File: src/hw/rtl/fsgs_ram.sv
`default_nettype none

module fsgs_ram #(
  parameter int unsigned Width = 2,
  parameter int unsigned Depth = 4,
  localparam int unsigned AddrW = $clog2(Depth)
) (
  input  logic             clk_i,
  input  logic             we_i,
  input  logic [AddrW-1:0] waddr_i,
  input  logic [Width-1:0] wdata_i,
  input  logic [AddrW-1:0] raddr_i,
  output logic [Width-1:0] rdata_o
);

  logic [Width-1:0] mem_q [Depth];
  logic [Width-1:0] rdata_q;

  // One write port, one registered read port
  always_ff @(posedge clk_i) begin
    if (we_i) begin
      mem_q[waddr_i] <= wdata_i;
    end
    rdata_q <= mem_q[raddr_i];
  end

  assign rdata_o = rdata_q;

endmodule

`default_nettype wire

File: config.mk
export PLATFORM = sky130hd
export DESIGN_NAME = fsgs_ram
export DESIGN_NICKNAME = d
export VERILOG_FILES = /design/src/hw/rtl/fsgs_ram.sv
export SDC_FILE = /design/constraint.sdc
export NUM_CORES = 1
export LEC_CHECK = 0
export BUFFER_PORTS_ARGS = -buffer_cell sky130_fd_sc_hd__buf_2
export CELL_PAD_IN_SITES_DETAIL_PLACEMENT = 1
export CELL_PAD_IN_SITES_GLOBAL_PLACEMENT = 2
export CORE_AREA = 2 2 39 41
export CTS_CLUSTER_DIAMETER = 150
export CTS_CLUSTER_SIZE = 40
export DETAILED_ROUTE_END_ITERATION = 12
export DIE_AREA = 0 0 41 43
export GPL_TIMING_DRIVEN = 1
export HOLD_SLACK_MARGIN = 0.05
export PLACE_DENSITY_LB_ADDON = 0.1
export SLEW_MARGIN = 0
export SYNTH_ARGS = -nofsm -noshare
export SYNTH_HDL_FRONTEND = slang
export SYNTH_SLANG_ARGS = --single-unit
File: constraint.sdc
create_clock -name clk_i -period 1.8 [get_ports clk_i]
set_input_delay 0 -clock clk_i [delete_from_list [all_inputs] [get_ports clk_i]]
set_output_delay 0 -clock clk_i [all_outputs]
set_load 0.03 [all_outputs]
==> impl_metrics.env, run 1 <==
export IMPL_antenna_left=0
export IMPL_topRoutingLayerUsed="met3"
export IMPL_cpPeakStageDelay_ns=0.50
export IMPL_setup_tns_ns=0
export IMPL_setup_viol=0
export IMPL_crit_path_top_delay_cell="mux4_1"
export IMPL_ys_warnings_count=0
export IMPL_yosys_register_bits=10
export IMPL_cts_max_level=1
export IMPL_die_area_sq_mm=0.00176
export IMPL_dp_cells=41
export IMPL_synthCells=16
export IMPL_cts_sinks=10
export IMPL_finalCritPeriodShare=0.544
export IMPL_cts_tree="done"
export IMPL_syn_area_sq_um=364
export IMPL_grt_pass1_vias=216
export IMPL_grt_max_degree=7
export IMPL_avgViaCountPerCell=4.31
export IMPL_num_io_pins=10
export IMPL_cts_root_buffer="clkbuf_4"
export IMPL_start_kind="flip-flop"
export IMPL_drt_iter0_markers=2
export IMPL_vdd_drop_max_v=0.000348
export IMPL_drv_cap=0
export IMPL_endpoint_kind="flip-flop"
export IMPL_grt_pass1_wl_um=931
export IMPL_p_per_area_mw_per_mm2=952
export IMPL_max_freq_ghz=1.02
export IMPL_slew_headroom=0.754
export IMPL_syn_nets=24
export IMPL_placed_area_sq_um=429
export IMPL_clockBufferDepth=2
export IMPL_route_met2_wl_um=287
export IMPL_rsz0062_at_grt="no"
export IMPL_cp_max_fo=1
export IMPL_vias=207
export IMPL_dieWidth_um=41
export IMPL_slew_viol_final=0
export IMPL_fin_nets=41
export IMPL_port_buffers=9
export IMPL_p_total_uw=462
export IMPL_routedWlPerCell_um=11.7
export IMPL_cts_resized=0
export IMPL_grt_overflow=0
export IMPL_routedLengthMet1_um=232
export IMPL_hold_viol=0
export IMPL_critPathRequiredTime_ns=1.93
export IMPL_worst_ep_arrival_time_ns=1.11
export IMPL_track_usage=0.0869
export IMPL_status="finished, final reports clean"
export IMPL_area_growth_pct=33.3
export IMPL_min_path_type="in2reg"
export IMPL_regArea_sq_um=280
export IMPL_ys_seq_area_frac=0.770
export IMPL_gp_congestion=0.587
export IMPL_fin_crit_ns=0.979
export IMPL_drc=0
export IMPL_drtPass1Iterations=2
export IMPL_hold_ws_ns=0.0875
export IMPL_die_height_um=43
export IMPL_drive_gt1_frac=0.375
export IMPL_core_area_sq_mm=0.00138
export IMPL_design_area_sq_um=485
export IMPL_multi_input_area_sq_um=83.8
export IMPL_wl_um=561
export IMPL_avgSynthCellArea_sq_um=22.8
export IMPL_fillers=143
export IMPL_rrSetupSlack_ns=0.82
export IMPL_diodes=0
export IMPL_antenna_found_initial=0
export IMPL_start_util=0.263
export IMPL_worst_path_buf_inv=0
export IMPL_worstMarginPinSlew_ns=0.368
export IMPL_clock_latency_ns=0.26
export IMPL_ys_types=6
export IMPL_stdcell_count=48
export IMPL_critical_path_class="reg2reg"
export IMPL_path_clk_slew_ns=0.06
export IMPL_fp_row_count=14
export IMPL_crit_chain="mux4_1"
export IMPL_cp_top_family="multiplexers"
export IMPL_finalClockSkew_ns=0.00535
export IMPL_post_cts_buffers=0
export IMPL_dr_wl_met3_um=41
export IMPL_cts_buffers=3
export IMPL_p_leak_uw=0.000195
## state kept, by name, summed over array words and instances (netlist names)
register,flops
mem_q,8
rdata_o,2
## report_power, final
group / switching, uW / internal, uW / total [uW]
Combinational: 21.4 / 21.0 / 42.4
Sequential: 2.55 / 263 / 266
Clock: 68.6 / 85.3 / 154
## area by class of cell
cell class,count,share of cell area
multi-input cells,6,0.173
well taps,16,0.0412
repair buffers,12,0.155
clock buffers,4,0.0541
flip-flops and latches,10,0.577
## metrics by stage
step / setup slack [ns] / utilization
after floorplan: 0.863 / -
after global placement: 0.850 / 0.310
after detailed placement: 0.819 / 0.310
after CTS: 0.811 / 0.351
after global routing: 0.782 / 0.351
final: 0.821 / 0.351
## path summary, 6_finish.rpt
kind,from,to,depth (start not counted)
max reg2reg,mem_q[1][0],rdata_o[0],1
min reg2reg,mem_q[2][0],rdata_o[0],1
max,mem_q[1][0],rdata_o[0],1
min,raddr_i[0],rdata_o[1],2
## what timing repair did
action / CTS / global route
setup endpoints to repair: 0 / 0
hold endpoints to repair: 10 / 0
hold buffers: 3 / 0
## layer usage
metal	global-route usage	vias up
met1	0.0990	98
met3	0.0471	0
met4	0.0600	0
met5	0	-
li1	-	101
met2	0.119	8
## logic make-up after synthesis
group            after synthesis  share of synthesized area
flip-flops                    10                      0.770
multiplexers                   2                      0.144
AND/OR/NAND/NOR                4                     0.0859
## synth_stat cells, drive strengths merged
| library cell | number | area [sq um] |
|---|---|---|
| mux4 | 2 | 52.6 |
| dfxtp | 2 | 40.0 |
| and3b | 2 | 17.5 |
| and3 | 1 | 6.26 |
| nor3b | 1 | 7.51 |
| edfxtp | 8 | 240 |
## placed cells by master (no fill, tap or decap)
master         instances
mux4_1                 2
and3b_1                2
dlygate4sd3_1          3
clkbuf_1               1
edfxtp_1               8
buf_2                  9
dfxtp_1                2
clkbuf_4               3
and3_1                 1
nor3b_1                1
Note: power is estimated with default switching activity, not from simulation.
==> inputs of run 2 (changes only) <==
clock period = 0.89 ns   (was 1.8 ns; I/O delays follow)
==> impl_metrics.env, run 2 (synthesis results as in run 1) <==
export IMPL_cts_buffers=3
export IMPL_min_path_type="in2reg"
export IMPL_worst_path_buf_inv=0
export IMPL_die_area_sq_mm=0.00176
export IMPL_routedWlPerCell_um=12.3
export IMPL_p_per_area_mw_per_mm2=1910
export IMPL_finalCritPeriodShare=1.07
export IMPL_mostFrequentLayoutCells="buf_2 (9), edfxtp_1 (8), clkbuf_4 (3), dlygate4sd3_1 (3)"
export IMPL_drv_cap=0
export IMPL_crit_start="mem_q[3][0]"
export IMPL_regMostFlops="mem_q"
export IMPL_rrSetupSlack_ns=-0.06
export IMPL_hold_ws_ns=0.105
export IMPL_start_kind="flip-flop"
export IMPL_avgViaCountPerCell=4.25
export IMPL_gp_congestion=0.601
export IMPL_p_leak_uw=0.000191
export IMPL_grt_pass1_wl_um=993
export IMPL_p_total_uw=921
export IMPL_cts_tree="done"
export IMPL_crit_chain="mux4_2"
export IMPL_rsz0062_at_grt="yes"
export IMPL_place_ws_ns=-0.0670
export IMPL_grt_overflow=0
export IMPL_fp_row_count=14
export IMPL_drt_iter0_markers=0
export IMPL_hold_viol=0
export IMPL_status="complete, but fails checks"
export IMPL_track_usage=0.0962
export IMPL_drive_gt1_frac=0.469
export IMPL_max_freq_ghz=1.05
export IMPL_cp_top_family="multiplexers"
export IMPL_post_cts_buffers=0
export IMPL_cts_resized=0
export IMPL_worst_ep_arrival_time_ns=1.09
export IMPL_grt_pass1_vias=226
export IMPL_core_area_sq_mm=0.00138
export IMPL_critical_path_class="reg2reg"
export IMPL_drtPass1Iterations=1
export IMPL_cts_sinks=10
export IMPL_final_common_cell="buf_2"
export IMPL_cp_max_fo=1
export IMPL_num_io_pins=10
export IMPL_antenna_left=0
export IMPL_clock_latency_ns=0.25
export IMPL_area_growth_pct=32.3
export IMPL_path_clk_slew_ns=0.06
export IMPL_dieWidth_um=41
export IMPL_crit_path_top_delay_cell="mux4_2"
export IMPL_worstMarginPinSlew_ns=0.166
export IMPL_failed_checks="negative setup slack"
export IMPL_setup_viol=2
export IMPL_fin_nets=42
export IMPL_fin_crit_ns=0.954
export IMPL_vias=204
export IMPL_cts_max_level=1
export IMPL_critPathRequiredTime_ns=1.02
export IMPL_finalClockSkew_ns=0.000194
export IMPL_cpPeakStageDelay_ns=0.47
export IMPL_drc=0
export IMPL_wl_um=590
export IMPL_rr_startpoint="mem_q[3][0]"
export IMPL_grt_max_degree=6
export IMPL_diodes=0
export IMPL_start_util=0.263
export IMPL_largest_reg_flops=8
export IMPL_clockBufferDepth=2
export IMPL_slew_viol_final=0
export IMPL_die_height_um=43
export IMPL_hold_path_startpoint="raddr_i[0]"
export IMPL_cts_root_buffer="clkbuf_4"
export IMPL_slew_headroom=0.889
export IMPL_final_util=0.348
export IMPL_vdd_drop_max_v=0.000545
export IMPL_port_buffers=9
export IMPL_endpoint_kind="flip-flop"
export IMPL_fin_ws_ns=-0.0641
export IMPL_antenna_found_initial=0
## run 2: cell count changes in the layout (fill, tap and decap cells not counted)
| cell | delta |
|---|---|
| mux4_1 | -2 |
| mux4_2 | +2 |
| buf_4 | +1 |
| clkbuf_1 | -1 |
## run 2: stage by stage
step / instances / cell area (sq um) / setup TNS [ns]
after floorplan: 16 / 357 / -0.0376
after global placement: 42 / 429 / -0.0568
after detailed placement: 42 / 429 / -0.105
after CTS: 48 / 482 / -0.121
after global routing: 48 / 482 / -0.158
final: 48 / 482 / -0.101
## run 2: cell type report
type | count | area, sq um
Clock buffer | 3 | 22.5
Fill cell | 148 | 902
Multi-Input combinational cell | 6 | 76.3
Sequential cell | 10 | 280
Tap cell | 16 | 20.0
Timing Repair Buffer | 13 | 82.6
## run 2: timing repair
| action | CTS | global route |
|---|---|---|
| pin swaps | 0 | 0 |
| hold endpoints to repair | 9 | 0 |
| hold buffers | 3 | 0 |
| setup endpoints to repair | 2 | 2 |
## run 2: report_power, final
part           internal (uW)  leakage, uW  switching [uW]
logic                   45.7    0.0000870            44.9
registers                533    0.0000904            5.28
clock network            155    0.0000138             137
total                    734     0.000191             187
## run 2: path summary, 6_finish.rpt
path,endpoint,cells past startpoint
max,rdata_o[0],1
min,rdata_o[1],2
max reg2reg,rdata_o[0],1
min reg2reg,rdata_o[1],1
## run 2: metal layers
layer  vias to the layer above  share of wire  GRT usage
met2                         9           0.53      0.141
met3                         0          0.092     0.0471
met5                         -              0          0
met4                         0              0     0.0800
met1                        94           0.38     0.0959
li1                        101              -          -
==> inputs of run 3 (changes only) <==
CORE_AREA = default   (was 2 2 39 41)
CORE_MARGIN = 2   (was default)
CORE_UTILIZATION = 28   (was default)
DIE_AREA = default   (was 0 0 41 43)
==> impl_metrics.env, run 3 (synthesis results as in run 1) <==
export IMPL_rr_startpoint="mem_q[2][1]"
export IMPL_endpoint_kind="flip-flop"
export IMPL_worst_ep_arrival_time_ns=1.08
export IMPL_grt_max_degree=7
export IMPL_die_height_um=40.1
export IMPL_largest_reg_flops=8
export IMPL_fp_row_count=12
export IMPL_final_common_cell="buf_2"
export IMPL_regMostFlops="mem_q"
export IMPL_hold_depth=2
export IMPL_cp_top_family="multiplexers"
export IMPL_antenna_left=0
export IMPL_finalClockSkew_ns=0.00147
export IMPL_whs_endpoint="rdata_o[0]"
export IMPL_core_area_sq_mm=0.00116
export IMPL_cts_max_level=1
export IMPL_wl_um=551
export IMPL_worst_path_buf_inv=0
export IMPL_clockBufferDepth=2
export IMPL_drt_iter0_markers=3
export IMPL_r2r_end="rdata_o[1]"
export IMPL_critPathRequiredTime_ns=1.03
export IMPL_hold_path_startpoint="raddr_i[0]"
export IMPL_slew_viol_final=0
export IMPL_cts_buffers=3
export IMPL_fillers=118
export IMPL_route_met2_wl_um=278
export IMPL_grt_overflow=0
export IMPL_avgViaCountPerCell=4.45
export IMPL_gp_congestion=0.622
export IMPL_drive_gt1_frac=0.455
export IMPL_port_buffers=9
export IMPL_cts_root_buffer="clkbuf_4"
export IMPL_p_leak_uw=0.000193
export IMPL_topRoutingLayerUsed="met3"
export IMPL_p_total_uw=941
export IMPL_area_growth_pct=32.6
export IMPL_cts_tree="done"
export IMPL_p_per_area_mw_per_mm2=1950
export IMPL_dr_wl_met3_um=47
export IMPL_place_ws_ns=-0.0487
export IMPL_cp_max_fo=1
export IMPL_cpPeakStageDelay_ns=0.45
export IMPL_dieWidth_um=40.1
export IMPL_rrSetupSlack_ns=-0.05
export IMPL_path_clk_slew_ns=0.07
export IMPL_crit_path_top_delay_cell="mux4_2"
export IMPL_grt_pass1_wl_um=966
export IMPL_crit_chain="mux4_2"
export IMPL_clock_latency_ns=0.26
export IMPL_drv_cap=0
export IMPL_diodes=0
export IMPL_die_area_sq_mm=0.00160
export IMPL_post_cts_buffers=0
export IMPL_routedLengthMet1_um=225
export IMPL_drtPass1Iterations=2
export IMPL_vdd_drop_max_v=0.000765
export IMPL_mostFrequentLayoutCells="buf_2 (9), edfxtp_1 (8), clkbuf_4 (3), dlygate4sd3_1 (3)"
export IMPL_min_path_type="in2reg"
export IMPL_fin_crit_ns=0.944
export IMPL_cts_sinks=10
export IMPL_routedWlPerCell_um=11.7
export IMPL_finalCritPeriodShare=1.06
export IMPL_rsz0062_at_grt="yes"
export IMPL_antenna_found_initial=0
export IMPL_grt_pass1_vias=229
export IMPL_failed_checks="negative setup slack"
export IMPL_fin_nets=42
export IMPL_num_io_pins=10
export IMPL_worstMarginPinSlew_ns=0.176
export IMPL_ff2ff_path_depth=1
export IMPL_fin_ws_ns=-0.0539
export IMPL_track_usage=0.105
export IMPL_hold_viol=0
export IMPL_setup_viol=2
export IMPL_critical_path_class="reg2reg"
export IMPL_start_util=0.315
export IMPL_max_freq_ghz=1.06
export IMPL_hold_ws_ns=0.0941
export IMPL_start_kind="flip-flop"
export IMPL_status="complete, but fails checks"
export IMPL_vias=209
export IMPL_slew_headroom=0.882
export IMPL_drc=0
run 3: cell types whose count changed in the layout (fill, tap and decap cells not counted), sizes merged:
cell / previous run / this run
clkinv: 0 / 1
run 3: worst max path at each step:
stage                      startpoint         end  cells after the start
after floorplan           mem_q[3][0]  rdata_o[0]                      1
after global placement    mem_q[3][0]  rdata_o[0]                      1
after detailed placement  mem_q[2][1]  rdata_o[1]                      1
after CTS                 mem_q[2][1]  rdata_o[1]                      1
after global routing      mem_q[2][1]  rdata_o[1]                      1
final                     mem_q[2][1]  rdata_o[1]                      1
run 3: what timing repair did:
item,in CTS,in global routing
gates cloned,0,0
hold endpoints to repair,10,0
endpoints found under the setup margin,2,2
resized for setup,0,0
hold buffers,3,0
run 3: per-layer routing:
metal / GRT usage / vias up
li1: - / 102
met2: 0.165 / 9
met5: 0 / -
met3: 0.0667 / 0
met4: 0.0776 / 0
met1: 0.0954 / 98
run 3: layout make-up:
class	instances	area [sq um]	share of cell area
clock inverters	1	3.75	0.00777
repair buffers	13	82.6	0.171
clock buffers	3	22.5	0.0466
flip-flops and latches	10	280	0.580
well taps	14	17.5	0.0363
multi-input cells	6	76.3	0.158
run 3: where the power goes:
part	internal, uW	switching [uW]	total (uW)
combinational	45.7	44.1	89.8
sequential	533	5.32	538
clock	162	152	313
total	740	201	941
run 3: metrics by stage:
step                cells  utilization  setup TNS (ns)  instance area (sq um)
floorplan              16            -         -0.0376                    357
global placement       40        0.369         -0.0564                    427
finish                 47        0.418         -0.0960                    483
CTS                    47        0.418          -0.104                    483
detailed placement     40        0.369         -0.0879                    427
global route           47        0.418          -0.176                    483
