`src/hw/rtl/fsgs_pkg.sv`:
```
`default_nettype none

package fsgs_pkg;

  // Default grid size
  localparam int unsigned GridWidthDef  = 256;
  localparam int unsigned GridHeightDef = 256;

  // Reset value of the direction-choice seed
  localparam logic [15:0] SeedReset = 16'hACE1;

  // Register index of the seed register
  localparam int unsigned RegIdxSeed = 0;

  // Cell type codes
  localparam logic [1:0] CellEmpty = 2'd0;
  localparam logic [1:0] CellSand  = 2'd1;

  // Item kinds
  typedef enum logic [1:0] {
    KindPlace = 2'd0,
    KindStep  = 2'd1,
    KindRead  = 2'd2
  } kind_e;

  // Control from the sequencer to the generation scanner
  typedef struct packed {
    logic start;      // begin a scan pass over the source bank
    logic seed_load;  // load the choice LFSR from the seed register
  } scan_ctrl_t;

endpackage

`default_nettype wire

```
`src/hw/rtl/fsgs_ram.sv`:
```
`default_nettype none

module fsgs_ram #(
  parameter int unsigned Width = 2,
  parameter int unsigned Depth = 4,
  localparam int unsigned AddrW = $clog2(Depth)
) (
  input  logic             clk_i,
  input  logic             we_i,
  input  logic [AddrW-1:0] waddr_i,
  input  logic [Width-1:0] wdata_i,
  input  logic [AddrW-1:0] raddr_i,
  output logic [Width-1:0] rdata_o
);

  logic [Width-1:0] mem_q [Depth];
  logic [Width-1:0] rdata_q;

  // One write port, one registered read port
  always_ff @(posedge clk_i) begin
    if (we_i) begin
      mem_q[waddr_i] <= wdata_i;
    end
    rdata_q <= mem_q[raddr_i];
  end

  assign rdata_o = rdata_q;

endmodule

`default_nettype wire

```
`src/hw/rtl/fsgs_scan.sv`:
```
`default_nettype none

module fsgs_scan #(
  parameter int unsigned GridWidth  = fsgs_pkg::GridWidthDef,
  parameter int unsigned GridHeight = fsgs_pkg::GridHeightDef,
  localparam int unsigned CellCount = GridWidth * GridHeight,
  localparam int unsigned AW        = $clog2(CellCount)
) (
  input  logic                 clk_i,
  input  logic                 rst_ni,
  input  fsgs_pkg::scan_ctrl_t ctrl_i,
  input  logic [15:0]          seed_i,
  output logic                 done_o,
  output logic [AW-1:0]        src_raddr_o,
  input  logic [1:0]           src_rdata_i,
  output logic                 dst_we_o,
  output logic [AW-1:0]        dst_waddr_o
);

  localparam int unsigned CW = $clog2(GridWidth + 1);
  localparam int unsigned XW = $clog2(GridWidth);
  localparam int unsigned YW = $clog2(GridHeight);

  // Issue stage: column counter runs one past the grid, rows go bottom to top.
  // Step c reads source column c and settles the cells of column c-1.
  logic          issue_q;
  logic [CW-1:0] c_q;
  logic [YW-1:0] y_q;

  // Settle stage, in the cycle after issue
  logic          p_vld_q;
  logic [CW-1:0] p_c_q;
  logic [YW-1:0] p_y_q;

  // Row below the current one: columns c-2, c-1, c
  logic [1:0]    bl_q, bc_q, br_q;

  logic [15:0]   lfsr_q;
  logic [15:0]   lfsr_d;

  logic [XW-1:0] src_col;
  logic [3:0]    buf_rdata;
  logic [1:0]    left_v, center_v, right_v;
  logic          bottom, left_off, right_off;
  logic          sand, dc, dl, dr, lfsr_step;
  logic [CW-1:0] tx_full;
  logic [YW-1:0] ty;

  // Source read, the right column clamped to the grid on the extra step
  assign src_col     = (c_q == CW'(GridWidth)) ? XW'(GridWidth - 1) : c_q[XW-1:0];
  assign src_raddr_o = AW'(y_q) * AW'(GridWidth) + AW'(src_col);

  // Column buffer: [1:0] column c-2, [3:2] column c-1, one entry per row
  fsgs_ram #(
    .Width (4),
    .Depth (GridHeight)
  ) u_colbuf (
    .clk_i   (clk_i),
    .we_i    (p_vld_q),
    .waddr_i (p_y_q),
    .wdata_i ({src_rdata_i, buf_rdata[3:2]}),
    .raddr_i (y_q),
    .rdata_o (buf_rdata)
  );

  assign left_v   = buf_rdata[1:0];
  assign center_v = buf_rdata[3:2];
  assign right_v  = src_rdata_i;

  // Neighbor tests, off grid counts as blocked
  assign bottom    = (p_y_q == YW'(GridHeight - 1));
  assign left_off  = (p_c_q == CW'(1));
  assign right_off = (p_c_q == CW'(GridWidth));
  assign sand      = p_vld_q && (p_c_q != '0) && (center_v == fsgs_pkg::CellSand);
  assign dc        = !bottom && (bc_q == fsgs_pkg::CellEmpty);
  assign dl        = !bottom && !left_off && (bl_q == fsgs_pkg::CellEmpty);
  assign dr        = !bottom && !right_off && (br_q == fsgs_pkg::CellEmpty);
  assign lfsr_step = sand && !dc && dl && dr;

  // Shift right, feedback from taps 0, 2, 3, 5; new bit 0 is old bit 1
  assign lfsr_d = {lfsr_q[0] ^ lfsr_q[2] ^ lfsr_q[3] ^ lfsr_q[5], lfsr_q[15:1]};

  // Landing place of the grain
  always_comb begin
    tx_full = p_c_q - CW'(1);
    ty      = p_y_q + YW'(1);
    if (dc) begin
      tx_full = p_c_q - CW'(1);
    end else if (dl && (!dr || lfsr_q[1])) begin
      tx_full = p_c_q - CW'(2);
    end else if (dr) begin
      tx_full = p_c_q;
    end else begin
      ty = p_y_q;
    end
  end

  assign dst_we_o    = sand;
  assign dst_waddr_o = AW'(ty) * AW'(GridWidth) + AW'(tx_full[XW-1:0]);
  assign done_o      = p_vld_q && (p_c_q == CW'(GridWidth)) && (p_y_q == '0);

  // Scan counters and LFSR
  always_ff @(posedge clk_i or negedge rst_ni) begin
    if (!rst_ni) begin
      issue_q <= 1'b0;
      c_q     <= '0;
      y_q     <= '0;
      p_vld_q <= 1'b0;
      p_c_q   <= '0;
      p_y_q   <= '0;
      lfsr_q  <= fsgs_pkg::SeedReset;
    end else begin
      if (ctrl_i.start) begin
        issue_q <= 1'b1;
        c_q     <= '0;
        y_q     <= YW'(GridHeight - 1);
      end else if (issue_q) begin
        if (y_q == '0) begin
          y_q <= YW'(GridHeight - 1);
          if (c_q == CW'(GridWidth)) begin
            issue_q <= 1'b0;
          end else begin
            c_q <= c_q + CW'(1);
          end
        end else begin
          y_q <= y_q - YW'(1);
        end
      end
      p_vld_q <= issue_q;
      p_c_q   <= c_q;
      p_y_q   <= y_q;
      if (ctrl_i.seed_load) begin
        lfsr_q <= seed_i;
      end else if (lfsr_step) begin
        lfsr_q <= lfsr_d;
      end
    end
  end

  // Below-row window follows the settle stage
  always_ff @(posedge clk_i) begin
    if (p_vld_q) begin
      bl_q <= left_v;
      bc_q <= center_v;
      br_q <= right_v;
    end
  end

endmodule

`default_nettype wire

```
`config.mk`:
```
export PLATFORM = sky130hd
export DESIGN_NAME = fsgs_scan
export DESIGN_NICKNAME = d
export VERILOG_FILES = /design/src/hw/rtl/fsgs_pkg.sv /design/src/hw/rtl/fsgs_ram.sv /design/src/hw/rtl/fsgs_scan.sv
export SDC_FILE = /design/constraint.sdc
export NUM_CORES = 1
export LEC_CHECK = 0
export ABC_AREA = 1
export BUFFER_PORTS_ARGS = -buffer_cell sky130_fd_sc_hd__buf_2
export CORE_MARGIN = 10
export CORE_UTILIZATION = 50
export DETAILED_ROUTE_END_ITERATION = 10
export PLACE_DENSITY = 0.69
export SLEW_MARGIN = 10
export SYNTH_ARGS = -nofsm -noshare
export SYNTH_HDL_FRONTEND = slang
export SYNTH_SLANG_ARGS = --single-unit
```
`constraint.sdc`:
```
create_clock -name clk_i -period 9.1 [get_ports clk_i]
set_input_delay 0 -clock clk_i [delete_from_list [all_inputs] [get_ports clk_i]]
set_output_delay 0 -clock clk_i [all_outputs]
set_load 0.1 [all_outputs]
```
==> run_results.csv, run 1 <==
group,metric,value,unit
critical_path,worst_path_max_delay_cell,"dfrtp_4",
grt,grt_first_pass_wirelength,185000,um
clocking,post_cts_buffers,0,
route,drc_errors,0,
synth,netlist_area,46700,um2
sta,hold_viol,0,
synth,synth.area.top_cells,"edfxtp_1, nand2_1, nor2_1, nand3_1, o21ai_0",
floorplanning,fp.dieW,326,um
synth,yosys.area.top_type,"edfxtp_1",
clocking,cts_buffers,111,
place,portBuffers,55,
cells_and_area,drive_above_1_share,6.86,%
synth,yosysUniqueCellTypes,39,
route,viasPerCell,5.59,
floorplanning,start_util,50.2,%
route,dr_total_vias,32299,
critical_path,worstPathMaxFanout,182,
synth,syn_avg_cell_area,10.6,um2
sta,min_period,4.18,ns
critical_path,crit_top_cell,"nand3_1",
grt,gr-total-overflow,0,
cells_and_area,num-nets-final,4463,
clocking,clockBufferDepth,3,
critical_path,cpPeakStageDelay,1.09,ns
synth,postSynthCellCount,4422,
critical_path,crit_type,"register to register",
cells_and_area,multi_input_area,12000,um2
critical_path,critPathCaptureType,"register",
pwr,p_switching,0.00296,W
place,hpwl,68600,um
worst_hold_path,hold_depth,4,
synth,ys_ff_latch,1086,
clocking,clk_pin_slew,0.06,ns
job,drv_cap,0,
cells_and_area,regArea,32300,um2
critical_path,rr_worst_depth,12,
clocking,clockRootBuffer,"clkbuf_16",
sta,max_slew_margin,29.1,%
critical_path,crit_arrival,4.82,ns
floorplanning,core_area,92900,um2
pwr,clkPwrFrac,39.7,%
cells_and_area,final-instance-count-excl-fill,5777,
grt,grtUsageTotal,22.4,%
pwr,p_total,0.0115,W
floorplanning,dieHeight,326,um
route,final_antenna_net_count,0,
synth,seq_area_frac_synth,69.3,%
pwr,ir_worst_vdd,140,uV
floorplanning,dieArea,106000,um2
pwr,leakagePower,19.2,nW
cells_and_area,layout_common_cells,"nand2_1, edfxtp_1, nor2_1, nand3_1, inv_1",
grt,antenna_found_initial,4,
cells_and_area,final_common_cell,"nand2_1",
grt,grt_max_degree,197,
sta,finalCritPeriodShare,46.0,%
route,first_pass_iters,6,
sta,fmaxAchievable,239,MHz
pwr,p_comb_share,10.7,%
sta,slew_violations,0,
sta,whs,0.0557,ns
route,finalWirelength,122000,um
floorplanning,ioPinCount,56,
cells_and_area,area_delta_synth_final,11.2,%
route,post_drt_wl_per_cell,21.1,um
clocking,htree_levels,3,
clocking,cts_tree,"built",
critical_path,cp-start-kind,"register",
sta,final.setup_skew,0.0448,ns
run_status,status,"completed",
sta,tightestPinTransition,1.06,ns
pwr,switching_share,25.6,%
route,dr.first_iter.drc_count,3685,
clocking,numClockSinks,1086,
sta,rsz0062_at_grt,"false",
sta,setup_violations,0,
pwr,pwr-share-seq,49.5,%
synth,synth_fp_nets,4457,
pwr,internal_power,0.00859,W
place,gp_congestion,0.898,
place,dp_cells,5520,
worst_hold_path,hold_path.class,"input port to register",
sta,tns,0,ns
clocking,worstSkewPairLatency,0.70,ns
critical_path,crit_chain,"buf_12 > buf_4 > nor2_1 > nor2_1 > o21ai_0 > nand3_1 > nand3_1 > nand2_1 > nand3_1 > nand3_1 > nand3_1 > nand2_1",
grt,grt_pass1_vias,31019,
critical_path,cp_data_required_time,9.73,ns
synth,yosysWarnings,0,
cells_and_area,fill_cells,7706,
synth,synth_top_area_share,66.3,%
floorplanning,rows,112,
pwr,powerDensity,222,nW/um2
[Yosys cell counts (all sizes together)]
cell and n:
o22ai 8, nor4 1, a21oi 50, dfrtp 44
nor3 26, xnor2 4, dfxtp 4, or2 9
nand2 1098, and3 3, o31ai 3, ha 13
o211ai 37, inv 291, buf 131, a31oi 5
nand3 387, nand4 9, edfxtp 1030, clkinv 1
xor2 21, clkbuf 127, dfstp 8, o21ai 331
a22oi 1, nor2 780
[per-stage QoR]
stage,area (um2),setup slack (ns),util (%)
4_1_cts,51900,4.95,55.9
6_report,51900,4.92,55.9
3_5_place_dp,47700,4.96,51.4
3_3_place_gp,47700,5.04,51.4
5_1_grt,51900,4.67,55.9
2_1_floorplan,46700,3.96,-
[area by class of cell]
| cell class | instances | area share [%] |
|---|---|---|
| tap | 1254 | 3.02 |
| multi-input combinational | 2786 | 23.2 |
| timing repair buffer | 151 | 2.26 |
| clock inverter | 74 | 1.57 |
| inverter | 292 | 2.14 |
| clock buffer | 133 | 5.55 |
| antenna | 1 | 0.00482 |
| sequential | 1086 | 62.3 |
[sequential cells by signal, indices dropped and copies added (netlist names)]
signal,count
bc_q,2
bl_q,2
br_q,2
c_q,9
issue_q,1
lfsr_q,16
p_c_q,9
p_vld_q,1
p_y_q,8
u_colbuf.mem_q,1024
u_colbuf.rdata_o,4
y_q,8
[power by group through the flow]
| stage | clock network [W] | registers, W | logic, W |
|---|---|---|---|
| 3_5_place_dp | 0 | 0.00582 | 0.00121 |
| 2_1_floorplan | 0 | 0.00589 | 0.000765 |
| 4_1_cts | 0.00464 | 0.00572 | 0.00123 |
| 3_3_place_gp | 0 | 0.00582 | 0.00119 |
| 5_1_grt | 0.00483 | 0.00572 | 0.00134 |
| 6_report | 0.00459 | 0.00572 | 0.00124 |
[cell families (layout without fill, tap and decap cells)]
kind of cell	count (synthesis)	after routing	share of synthesized area, %
simple gates	2313	2313	20.0
flops	1086	1086	69.3
buf+inv	550	650	5.00
compound gates	435	435	4.93
xor+xnor	25	25	0.469
fa+ha+maj	13	13	0.349
other cells	0	1	0
[critical path: cells and delay by family (launching register included)]
kind,cells,cell delay (ns)
DFF,1,1.09
AOI/OAI and AO/OA,1,0.09
buffers and inverters,2,1.41
and+or+nand+nor,9,1.13
[per-layer routing]
| metal | global-route usage, % | part of all wire [%] | wire length [um] | vias to the layer above |
|---|---|---|---|---|
| met1 | 29.9 | 40 | 48200 | 15463 |
| met3 | 4.52 | 10 | 12300 | 274 |
| li1 | - | - | - | 14895 |
| met2 | 35.7 | 46 | 56400 | 1663 |
| met5 | 0 | 0.017 | 21 | - |
| met4 | 8.84 | 3.9 | 4760 | 4 |
[worst paths after layout]
check                          start             endpoint  slack [ns]
min                        ctrl_i[0]           lfsr_q[12]        0.06
max reg2reg                   y_q[0]  u_colbuf.rdata_o[2]        4.92
max                           y_q[0]  u_colbuf.rdata_o[2]        4.92
min reg2reg                   c_q[5]             p_c_q[5]        0.42
min in group asynchronous     rst_ni             p_c_q[6]        0.51
max in group asynchronous     rst_ni               y_q[0]        8.07
[repair_timing]
item / 4_1_cts / 5_1_grt
endpoints found under the hold margin: 158 / 0
hold buffers: 49 / 0
resized for setup: 0 / 0
(Power assumes the default switching activity.)
==> inputs of run 2 (changes only) <==
==> constraint.sdc (replaced) <==
create_clock -name clk_i -period 3.9 [get_ports clk_i]
set_input_delay 0 -clock clk_i [delete_from_list [all_inputs] [get_ports clk_i]]
set_output_delay 0 -clock clk_i [all_outputs]
set_load 0.1 [all_outputs]
==> run_results.csv, run 2 (synthesis results as in run 1) <==
group,metric,value,unit
cells_and_area,largest-register,"u_colbuf.mem_q",
clocking,cts_resized,0,
route,viasPerCell,5.58,
sta,rsz0062_at_grt,"false",
grt,gr-usage-met1,29.8,%
grt,use_met2,35.8,%
clocking,clk_pin_slew,0.06,ns
critical_path,crit_arrival,3.45,ns
critical_path,cp_data_required_time,3.90,ns
grt,antenna_found_initial,0,
route,dr_total_vias,32302,
route,dr.first_iter.drc_count,3686,
run_status,status,"completed",
route,drc_errors,0,
clocking,cts_buffers,109,
cells_and_area,area_delta_synth_final,11.8,%
pwr,ir_worst_vdd,323,uV
cells_and_area,layout_common_cells,"nand2_1, edfxtp_1, nor2_1, nand3_1, inv_1",
floorplanning,dieArea,106000,um2
cells_and_area,drive_above_1_share,7.11,%
cells_and_area,num-nets-final,4472,
sta,setup_slack,0.450,ns
pwr,leakagePower,19.3,nW
place,dp_slack,0.984,ns
grt,grt_first_pass_wirelength,184000,um
critical_path,cp-start-kind,"register",
sta,final.setup_skew,0.0355,ns
clocking,htree_levels,3,
cells_and_area,fill_cells,7557,
critical_path,worstPathMaxFanout,17,
floorplanning,core_area,92900,um2
sta,tns,0,ns
pwr,p_total,0.0271,W
cells_and_area,antenna_cells,0,
grt,grtUsageTotal,22.1,%
sta,hold_viol,0,
cells_and_area,fin_util,56.2,%
critical_path,critPathCaptureType,"output pin",
sta,slew_violations,0,
cells_and_area,final_common_cell,"nand2_1",
grt,grt_pass1_vias,30965,
sta,fmaxAchievable,290,MHz
clocking,cts.hold.buffers_added,47,
route,final_antenna_net_count,0,
pwr,powerDensity,518,nW/um2
clocking,clockRootBuffer,"clkbuf_16",
grt,grt_busiest_layer,"met2",
critical_path,crit_type,"register to output pin",
floorplanning,start_util,50.2,%
sta,min_period,3.45,ns
sta,setup_violations,0,
floorplanning,dieHeight,326,um
grt,met3_usage,3.85,%
route,post_drt_wl_per_cell,20.8,um
sta,max_slew_margin,27.2,%
cells_and_area,largest_registers,"u_colbuf.mem_q: 1024 flops, lfsr_q: 16 flops",
grt,grt_max_degree,157,
clocking,worstSkewPairLatency,0.68,ns
sta,tightestPinTransition,1.09,ns
place,portBuffers,55,
clocking,numClockSinks,1086,
job,drv_cap,0,
clocking,cts_tree,"built",
cells_and_area,largest_reg_flops,1024,
clocking,post_cts_buffers,0,
grt,gr-total-overflow,0,
floorplanning,rows,112,
floorplanning,ioPinCount,56,
clocking,clockBufferDepth,3,
route,finalWirelength,120000,um
worst_hold_path,hold_path.class,"input port to async pin",
place,gp_congestion,0.840,
sta,finalCritPeriodShare,88.5,%
floorplanning,fp.dieW,326,um
route,first_pass_iters,6,
place,hpwl,67600,um
run 2: per-layer routing:
metal | routed length (um) | part of all wire (%)
met1 | 48900 | 41
met2 | 56800 | 47
met3 | 10700 | 8.9
met4 | 3860 | 3.2
met5 | 0 | 0
run 2: final cells by class:
type	instances	area [um2]	share of cell area, %
inverter	292	1110	2.12
multi-input combinational	2786	12000	23.0
tap	1254	1570	3.01
timing repair buffer	162	1450	2.78
sequential	1086	32300	62.0
clock buffer	135	2900	5.55
clock inverter	69	801	1.53
run 2: power breakdown:
part	switching [W]	total, W	internal [W]
logic	0.00225	0.00292	0.000677
registers	0.000170	0.0133	0.0132
clock network	0.00438	0.0108	0.00639
run 2: final timing paths:
kind | start | to | slack (ns) | cells after the start
min in group clk_i | ctrl_i[0] | lfsr_q[11] | 0.07 | 4
min reg2reg | c_q[0] | p_c_q[0] | 0.41 | 0
max | p_y_q[4] | dst_waddr_o[15] | 0.45 | 10
max reg2reg | y_q[1] | u_colbuf.rdata_o[2] | 0.91 | 14
min | rst_ni | p_c_q[5] | 0.01 | 3
max in group asynchronous | rst_ni | y_q[0] | 3.37 | 3
run 2: critical path, stage by stage (launching register included):
cell and delay [ns]:
dfrtp_1 0.41, nand2_1 0.10, inv_2 0.18, nand2_2 0.39
nor2_4 0.28, nor3_2 0.06, nand2_1 0.32, nand3_2 0.26
nand4_1 0.15, xor2_1 0.15, buf_2 0.45
run 2: metrics by stage:
| step | instance area, um2 | hold slack [ns] | std cells |
|---|---|---|---|
| 3_3_place_gp | 48000 | 0.179 | 5533 |
| 5_1_grt | 52200 | 0.0624 | 5784 |
| 4_1_cts | 52200 | 0.00241 | 5784 |
| 2_1_floorplan | 46700 | -0.296 | 4422 |
| 3_5_place_dp | 48000 | 0.178 | 5533 |
| 6_report | 52200 | 0.0132 | 5784 |
